`config.mk`:
```
export PLATFORM = sky130hd
export DESIGN_NAME = sync_length_frame_parser_flat
export DESIGN_NICKNAME = d
export VERILOG_FILES = /design/src/rtl/core/slfp_pkg.sv /design/src/rtl/core/slfp_in_if.sv /design/src/rtl/core/slfp_out_if.sv /design/src/rtl/core/slfp_frame_fsm.sv /design/src/rtl/core/sync_length_frame_parser.sv /design/src/flat_wrapper.sv
export SDC_FILE = /design/constraint.sdc
export NUM_CORES = 1
export LEC_CHECK = 0
export BUFFER_PORTS_ARGS = -buffer_cell sky130_fd_sc_hd__buf_2
export CORE_MARGIN = 4
export CORE_UTILIZATION = 35
export CTS_CLUSTER_SIZE = 25
export DETAILED_ROUTE_END_ITERATION = 10
export GPL_ROUTABILITY_DRIVEN = 0
export SETUP_SLACK_MARGIN = 0.5
export SYNTH_ARGS = -nofsm -noshare
export SYNTH_HDL_FRONTEND = slang
export SYNTH_SLANG_ARGS = --single-unit
```
`constraint.sdc`:
```
create_clock -name clk_i -period 11.22 [get_ports clk_i]
set_clock_uncertainty 0.2 [all_clocks]
set_input_delay 1.683 -clock clk_i [delete_from_list [all_inputs] [get_ports clk_i]]
set_output_delay 1.683 -clock clk_i [all_outputs]
set_load 0.05 [all_outputs]
```
`src/rtl/core/slfp_pkg.sv`:
```
// ----------------------------------------------------------------------------
// slfp_pkg
// Shared types and constants of the sync/length frame parser.
// ----------------------------------------------------------------------------
`default_nettype none

package slfp_pkg;

  localparam int ByteW = 8;
  localparam int TimeW = 32;
  localparam int PlenW = 12;
  localparam int LenFieldW = 16;

  // sync word 'I','T','S','5'
  localparam logic [ByteW-1:0] Sync0 = 8'h49;
  localparam logic [ByteW-1:0] Sync1 = 8'h54;
  localparam logic [ByteW-1:0] Sync2 = 8'h53;
  localparam logic [ByteW-1:0] Sync3 = 8'h35;

  typedef struct packed {
    logic             has_byte;
    logic [ByteW-1:0] payload_byte;
    logic [TimeW-1:0] seconds;
    logic [TimeW-1:0] microseconds;
    logic [PlenW-1:0] payload_length;
    logic             last;
  } res_t;

  function automatic logic [ByteW-1:0] sync_byte(input logic [1:0] idx);
    logic [ByteW-1:0] b;
    case (idx)
      2'd0:    b = Sync0;
      2'd1:    b = Sync1;
      2'd2:    b = Sync2;
      default: b = Sync3;
    endcase
    return b;
  endfunction

endpackage

`default_nettype wire

```
`src/rtl/core/slfp_in_if.sv`:
```
// ----------------------------------------------------------------------------
// slfp_in_if
// Byte input channel: valid/ready handshake with one raw byte per item.
// ----------------------------------------------------------------------------
`default_nettype none

interface slfp_in_if;
  logic       valid;
  logic       ready;
  logic [7:0] data_byte;

  modport source (output valid, output data_byte, input ready);
  modport sink (input valid, input data_byte, output ready);
endinterface

`default_nettype wire

```
`src/rtl/core/slfp_out_if.sv`:
```
// ----------------------------------------------------------------------------
// slfp_out_if
// Result channel: valid/ready handshake with one payload byte and frame info.
// ----------------------------------------------------------------------------
`default_nettype none

interface slfp_out_if;
  logic        valid;
  logic        ready;
  logic        has_byte;
  logic [7:0]  payload_byte;
  logic [31:0] seconds;
  logic [31:0] microseconds;
  logic [11:0] payload_length;
  logic        last;

  modport source (
    output valid, output has_byte, output payload_byte, output seconds,
    output microseconds, output payload_length, output last, input ready
  );
  modport sink (
    input valid, input has_byte, input payload_byte, input seconds,
    input microseconds, input payload_length, input last, output ready
  );
endinterface

`default_nettype wire

```
`src/rtl/core/slfp_frame_fsm.sv`:
```
// ----------------------------------------------------------------------------
// slfp_frame_fsm
// Frame state tracker: sync hunt, header capture and payload counting. Gives
// the result for the current byte combinationally.
// ----------------------------------------------------------------------------
`default_nettype none

module slfp_frame_fsm
  import slfp_pkg::*;
#(
  parameter int MAX_PAYLOAD = 2048
) (
  input  wire logic             clk_i,
  input  wire logic             rst_ni,
  input  wire logic             fire_i,
  input  wire logic [ByteW-1:0] data_byte_i,
  output      logic             res_valid_o,
  output      res_t             res_o
);

  localparam int PW = $clog2(MAX_PAYLOAD + 1);
  localparam int LW = (PW > PlenW) ? PW : PlenW;
  localparam logic [LenFieldW-1:0] MaxLen = LenFieldW'(MAX_PAYLOAD);

  localparam logic [3:0] PosHunt    = 4'd0;
  localparam logic [3:0] PosSync1   = 4'd1;
  localparam logic [3:0] PosSync2   = 4'd2;
  localparam logic [3:0] PosSync3   = 4'd3;
  localparam logic [3:0] PosSec0    = 4'd4;
  localparam logic [3:0] PosSec3    = 4'd7;
  localparam logic [3:0] PosUsec0   = 4'd8;
  localparam logic [3:0] PosUsec3   = 4'd11;
  localparam logic [3:0] PosLenLo   = 4'd12;
  localparam logic [3:0] PosLenHi   = 4'd13;
  localparam logic [3:0] PosPayload = 4'd14;

  logic [3:0]           pos_q, pos_d;
  logic [PW-1:0]        cnt_q, cnt_d;
  logic [ByteW-1:0]     len_lo_q, len_lo_d;
  logic [PW-1:0]        flen_q, flen_d;
  logic [TimeW-1:0]     sec_q, sec_d;
  logic [TimeW-1:0]     usec_q, usec_d;
  logic [LenFieldW-1:0] len16;
  logic [PW-1:0]        cnt_inc;
  logic                 is_last;
  logic [3:0]           hunt_pos;

  assign len16    = {data_byte_i, len_lo_q};
  assign cnt_inc  = cnt_q + PW'(1);
  assign is_last  = (cnt_inc == flen_q);
  assign hunt_pos = (data_byte_i == Sync0) ? PosSync1 : PosHunt;

  always_comb begin
    pos_d    = pos_q;
    cnt_d    = cnt_q;
    len_lo_d = len_lo_q;
    flen_d   = flen_q;
    sec_d    = sec_q;
    usec_d   = usec_q;
    res_valid_o          = 1'b0;
    res_o.has_byte       = 1'b1;
    res_o.payload_byte   = data_byte_i;
    res_o.seconds        = sec_q;
    res_o.microseconds   = usec_q;
    res_o.payload_length = PlenW'(LW'(flen_q));
    res_o.last           = is_last;
    unique case (pos_q) inside
      PosHunt: begin
        pos_d = hunt_pos;
      end
      [PosSync1:PosSync3]: begin
        if (data_byte_i == sync_byte(pos_q[1:0])) begin
          pos_d = pos_q + 4'd1;
        end else begin
          pos_d = hunt_pos;
        end
      end
      [PosSec0:PosSec3]: begin
        sec_d[8*pos_q[1:0] +: 8] = data_byte_i;
        pos_d = pos_q + 4'd1;
      end
      [PosUsec0:PosUsec3]: begin
        usec_d[8*pos_q[1:0] +: 8] = data_byte_i;
        pos_d = pos_q + 4'd1;
      end
      PosLenLo: begin
        len_lo_d = data_byte_i;
        pos_d    = PosLenHi;
      end
      PosLenHi: begin
        if (len16 > MaxLen) begin
          pos_d = hunt_pos;
        end else begin
          flen_d = PW'(len16);
          cnt_d  = '0;
          if (len16 == '0) begin
            pos_d                = PosHunt;
            res_valid_o          = 1'b1;
            res_o.has_byte       = 1'b0;
            res_o.payload_byte   = '0;
            res_o.payload_length = '0;
            res_o.last           = 1'b1;
          end else begin
            pos_d = PosPayload;
          end
        end
      end
      PosPayload: begin
        res_valid_o = 1'b1;
        if (is_last) begin
          pos_d = PosHunt;
          cnt_d = '0;
        end else begin
          cnt_d = cnt_inc;
        end
      end
      default: begin
        pos_d = PosHunt;
      end
    endcase
  end

  always_ff @(posedge clk_i or negedge rst_ni) begin
    if (!rst_ni) begin
      pos_q <= PosHunt;
      cnt_q <= '0;
    end else if (fire_i) begin
      pos_q <= pos_d;
      cnt_q <= cnt_d;
    end
  end

  always_ff @(posedge clk_i) begin
    if (fire_i) begin
      len_lo_q <= len_lo_d;
      flen_q   <= flen_d;
      sec_q    <= sec_d;
      usec_q   <= usec_d;
    end
  end

endmodule

`default_nettype wire

```
`src/rtl/core/sync_length_frame_parser.sv`:
```
// ----------------------------------------------------------------------------
// sync_length_frame_parser
// Byte-stream frame parser for 'ITS5' sync, timestamped, length-prefixed frames.
// ----------------------------------------------------------------------------
// One byte is taken per item and every byte is handled combinationally, so
// the block sustains one item per clock. A result appears on the output in the
// cycle after the payload byte (or empty-frame length byte) that causes it and
// sits in a single output register; input ready is high whenever that register
// is empty or being drained, so only output back-pressure slows the stream.
// Header bytes and dropped bytes give no result. Frames longer than
// MAX_PAYLOAD bytes are discarded and the hunt restarts on the high length byte.
// ----------------------------------------------------------------------------
`default_nettype none

module sync_length_frame_parser
  import slfp_pkg::*;
#(
  parameter int MAX_PAYLOAD = 2048
) (
  input wire logic   clk_i,
  input wire logic   rst_ni,
  slfp_in_if.sink    data_in,
  slfp_out_if.source res_out
);

  logic in_fire;
  logic res_valid;
  res_t res;
  logic out_valid_q;
  res_t res_q;

  assign data_in.ready = !out_valid_q || res_out.ready;
  assign in_fire       = data_in.valid && data_in.ready;

  slfp_frame_fsm #(
    .MAX_PAYLOAD(MAX_PAYLOAD)
  ) u_fsm (
    .clk_i      (clk_i),
    .rst_ni     (rst_ni),
    .fire_i     (in_fire),
    .data_byte_i(data_in.data_byte),
    .res_valid_o(res_valid),
    .res_o      (res)
  );

  always_ff @(posedge clk_i or negedge rst_ni) begin
    if (!rst_ni) begin
      out_valid_q <= 1'b0;
    end else if (in_fire) begin
      out_valid_q <= res_valid;
    end else if (res_out.ready) begin
      out_valid_q <= 1'b0;
    end
  end

  always_ff @(posedge clk_i) begin
    if (in_fire && res_valid) begin
      res_q <= res;
    end
  end

  assign res_out.valid          = out_valid_q;
  assign res_out.has_byte       = res_q.has_byte;
  assign res_out.payload_byte   = res_q.payload_byte;
  assign res_out.seconds        = res_q.seconds;
  assign res_out.microseconds   = res_q.microseconds;
  assign res_out.payload_length = res_q.payload_length;
  assign res_out.last           = res_q.last;

  // empty frame result is always the closing one
  a_empty_is_last: assert property (@(posedge clk_i) disable iff (!rst_ni)
    res_valid && !res.has_byte |-> res.last)
    else $error("empty frame result not marked last");

  // empty frame carries zero length and zero byte
  a_empty_zero: assert property (@(posedge clk_i) disable iff (!rst_ni)
    out_valid_q && !res_q.has_byte |-> res_q.payload_length == '0 &&
    res_q.payload_byte == '0)
    else $error("empty frame result carries data");

  // a result-producing item shows up on the output next cycle
  a_res_lands: assert property (@(posedge clk_i) disable iff (!rst_ni)
    in_fire && res_valid |=> out_valid_q)
    else $error("result item lost");

  // no item taken while a held result is stalled
  a_no_overrun: assert property (@(posedge clk_i) disable iff (!rst_ni)
    out_valid_q && !res_out.ready |-> !in_fire)
    else $error("output register overrun");

endmodule

`default_nettype wire
```
`src/flat_wrapper.sv`:
```
// flat-port wrapper written by rule: the top's interface ports become plain ports
module sync_length_frame_parser_flat import slfp_pkg::*;
#(
  parameter int MAX_PAYLOAD = 2048
)
  (clk_i, rst_ni, data_in_valid, data_in_data_byte, data_in_ready, res_out_valid, res_out_has_byte, res_out_payload_byte, res_out_seconds, res_out_microseconds, res_out_payload_length, res_out_last, res_out_ready);
  slfp_in_if data_in_i ();
  slfp_out_if res_out_i ();
  input wire logic clk_i;
  input wire logic rst_ni;
  input wire logic [$bits(data_in_i.valid)-1:0] data_in_valid;
  input wire logic [$bits(data_in_i.data_byte)-1:0] data_in_data_byte;
  output wire logic [$bits(data_in_i.ready)-1:0] data_in_ready;
  output wire logic [$bits(res_out_i.valid)-1:0] res_out_valid;
  output wire logic [$bits(res_out_i.has_byte)-1:0] res_out_has_byte;
  output wire logic [$bits(res_out_i.payload_byte)-1:0] res_out_payload_byte;
  output wire logic [$bits(res_out_i.seconds)-1:0] res_out_seconds;
  output wire logic [$bits(res_out_i.microseconds)-1:0] res_out_microseconds;
  output wire logic [$bits(res_out_i.payload_length)-1:0] res_out_payload_length;
  output wire logic [$bits(res_out_i.last)-1:0] res_out_last;
  input wire logic [$bits(res_out_i.ready)-1:0] res_out_ready;
  assign data_in_i.valid = data_in_valid;
  assign data_in_i.data_byte = data_in_data_byte;
  assign data_in_ready = data_in_i.ready;
  assign res_out_valid = res_out_i.valid;
  assign res_out_has_byte = res_out_i.has_byte;
  assign res_out_payload_byte = res_out_i.payload_byte;
  assign res_out_seconds = res_out_i.seconds;
  assign res_out_microseconds = res_out_i.microseconds;
  assign res_out_payload_length = res_out_i.payload_length;
  assign res_out_last = res_out_i.last;
  assign res_out_i.ready = res_out_ready;
  sync_length_frame_parser #(.MAX_PAYLOAD(MAX_PAYLOAD)) u_core (.clk_i(clk_i), .rst_ni(rst_ni), .data_in(data_in_i), .res_out(res_out_i));
endmodule
```
==> metrics.txt <==
Hold Crit Start u_core.u_fsm.usec_q[11]$_DFFE_PP_; row count 52; CTS buffer count 17; vias 3967; share of cells above drive strength 1 0.255; mean routed wirelength per cell 17.9 um; Static Leak 3.12 nW; clock sink count 187; Initial Utilization 0.357; Synth Area in Adders 0.0294; Die Y-Extent 152 um; FFs w/ async S/R, synth 0.0909; GR Util All Layers 0.129; Compound-Gate Fraction of Synth Area 0.0537; minimum clock period after layout 4.27 ns; first-pass GRT wire length 23500 um; remaining routing DRC violations 0; Peak Freq 0.234 GHz; total power per unit cell area 159 nW/um2; status finished, final reports clean; worst-path fanout max 86; reg2reg start u_core.u_fsm.pos_q[2]$_DFFE_PN0P_; Post-synth top cells 170 x edfxtp_1, 48 x and2_1, 17 x dfrtp_1, 17 x ha_1, 17 x nand2_1; Hold-fix buffers, CTS 0; Die Span X 152 um; final hold violation count 0; Synth top area share 0.705; Top FF cell, synth edfxtp_1; clock root buffer clkbuf_16; fill cell count 1831; CTS tree done; Mapped Nets 465; PortBufs 99; Post-Synth Simple-Gate Area 0.112; Post-CTS Setup Inserts 0; DRT iter0 DRCs 355; mux cell area share after synthesis 0.00449; CTS H-Tree Depth 4; grt total ovfl 0; Via-to-Cell Ratio 4.84; post-synthesis cell area 7240 um2; Final Slew Violations 0; most numerous cell in the Yosys netlist edfxtp_1; sequential-to-total area share from yosys stat 0.764; initial antenna violation count 1; post-synthesis xor/xnor area fraction 0.0216; largest net degree at the start of global routing 87; VDD IR-drop max 84.2 uV; top post-synthesis cells by area edfxtp_1 70%, dfrtp_1 5.9%, and2_1 4.1%, ha_1 2.9%, a22o_1 1.1%; Yosys reg bits 187; Setup-failing EPs final 0; worst skew pair latency 0.43 ns; HPWL after DPL 10400 um; Slew headroom 0.275; Setup CP Type primary input to register; IO Count 100; vias in the first global route 4040; Syn. warnings 0; Pwr Total 1.37 mW; Synth cell types 53; Inserted Diodes 0; DP Worst Slack 6.54 ns; crit path capture type register; largest family of logic cells by synthesized area simple AND/OR/NAND/NOR gates; DRT Pass-1 Iters 5; type of origin of the critical path primary input; Final WS setup 6.95 ns; Area Overhead vs Synth 18.7%; max cap viols 0; Critical Path Source data_in_data_byte[7]; Worst-path clk slew 0.06 ns; Arr. time, crit path 4.11 ns; Routed Antenna Nets 0; Resized Gates After CTS 0; Final period util 0.381; Req. time, crit path 11.06 ns; Avg Cell Area, Syn 16.6 um2; total length of routed wires 14700 um; Post-synth EDFFs 170; clock buffer depth 2; die area 23100 um2; Core Region 20300 um2; Worst-Margin Slew 1.09 ns; Nets 566; Mapped Cells 436; worst hold path class register to register; Setup TNS Final 0 ns; leading area contributor after synthesis edfxtp_1; RSZ-0062 raised after global routing no
## sequential cells by signal, summed over array words and instances, names as in the netlist
name and count:
u_core.res_out.microseconds 32, u_core.res_out.seconds 32, u_core.u_fsm.sec_q 32, u_core.u_fsm.usec_q 32, u_core.res_out.payload_length 12, u_core.u_fsm.cnt_q 12
u_core.u_fsm.flen_q 12, u_core.res_out.payload_byte 8, u_core.u_fsm.len_lo_q 8, u_core.u_fsm.pos_q 4, u_core.res_out.has_byte 1, u_core.res_out.last 1
u_core.res_out.valid 1
## metal layers
| metal | global-route usage | routed length, um |
|---|---|---|
| met1 | 0.169 | 6600 |
| met2 | 0.207 | 7050 |
| met3 | 0.0358 | 781 |
| met4 | 0.0458 | 218 |
| met5 | 0 | 7 |
## worst max-delay path: stages
cell and delay, ns:
buf_2 0.16, nor4_1 0.34, nand3_1 0.21, or3_1 0.56, nand2_1 0.12, nand2_1 0.10, clkinv_2 0.06, buf_4 0.77
## placed cells by master (no fill, tap or decap), drive strengths merged, types with 2 or more instances in the layout
cell and n:
a21oi 5, a22o 9, a31oi 3, a41o 4
and2 48, and3 12, buf 100, bufinv 3
clkbuf 18, clkinv 6, clkinvlp 2, dfrtp 17
edfxtp 170, ha 17, inv 11, mux2 2
nand2 17, nand2b 4, nand3 10, nand4 5
nand4b 2, nor2 15, nor3 11, nor3b 2
nor4 5, o211ai 5, o21ai 4, o221ai 3
o22ai 2, o31ai 6, or3 2, xnor2 10
xor2 7
## metrics by stage
step / utilization / cells / hold slack (ns) / area (um2)
5_1_grt: 0.424 / 820 / 0.225 / 8600
2_1_floorplan: - / 436 / 0.200 / 7240
6_report: 0.424 / 820 / 0.218 / 8600
3_5_place_dp: 0.394 / 788 / 0.205 / 8000
3_3_place_gp: 0.394 / 788 / 0.204 / 8000
4_1_cts: 0.424 / 820 / 0.220 / 8600
## worst paths after layout
kind	to	slack (ns)	cells after the start
setup / recovery	u_core.res_out.seconds[27]$_DFFE_PP_	6.95	8
hold reg to reg	u_core.res_out.microseconds[11]$_DFFE_PP_	0.22	0
min in group asynchronous	u_core.res_out.valid$_DFFE_PN0P_	0.99	1
hold / removal	u_core.res_out.microseconds[11]$_DFFE_PP_	0.22	0
max in group asynchronous	u_core.u_fsm.pos_q[0]$_DFFE_PN0P_	9.53	1
setup reg to reg	u_core.res_out.seconds[27]$_DFFE_PP_	7.75	7
## cells by family (layout without fill, tap and decap cells)
logic type | after synthesis | in the layout
compound gates | 48 | 48
mux | 3 | 3
xor+xnor | 17 | 17
simple gates | 138 | 138
flops | 187 | 187
buf+inv | 26 | 140
fa+ha+maj | 17 | 17
## layout make-up
type                            count  area [um2]  share of cell area
Clock buffer                       18         429              0.0499
Timing Repair Buffer              100         503              0.0585
Clock inverter                     14         168              0.0195
Tap cell                          270         338              0.0393
Sequential cell                   187        5530               0.643
Multi-Input combinational cell    223        1600               0.186
Inverter                            8        31.3             0.00364
## where the power goes
part | switching, mW | internal, mW | total, mW | leakage, nW
Clock | 0.250 | 0.352 | 0.602 | 0.289
Sequential | 0.000179 | 0.751 | 0.751 | 1.78
Combinational | 0.00961 | 0.00398 | 0.0136 | 1.05
No activity file was read; power rests on OpenSTA's default activity.
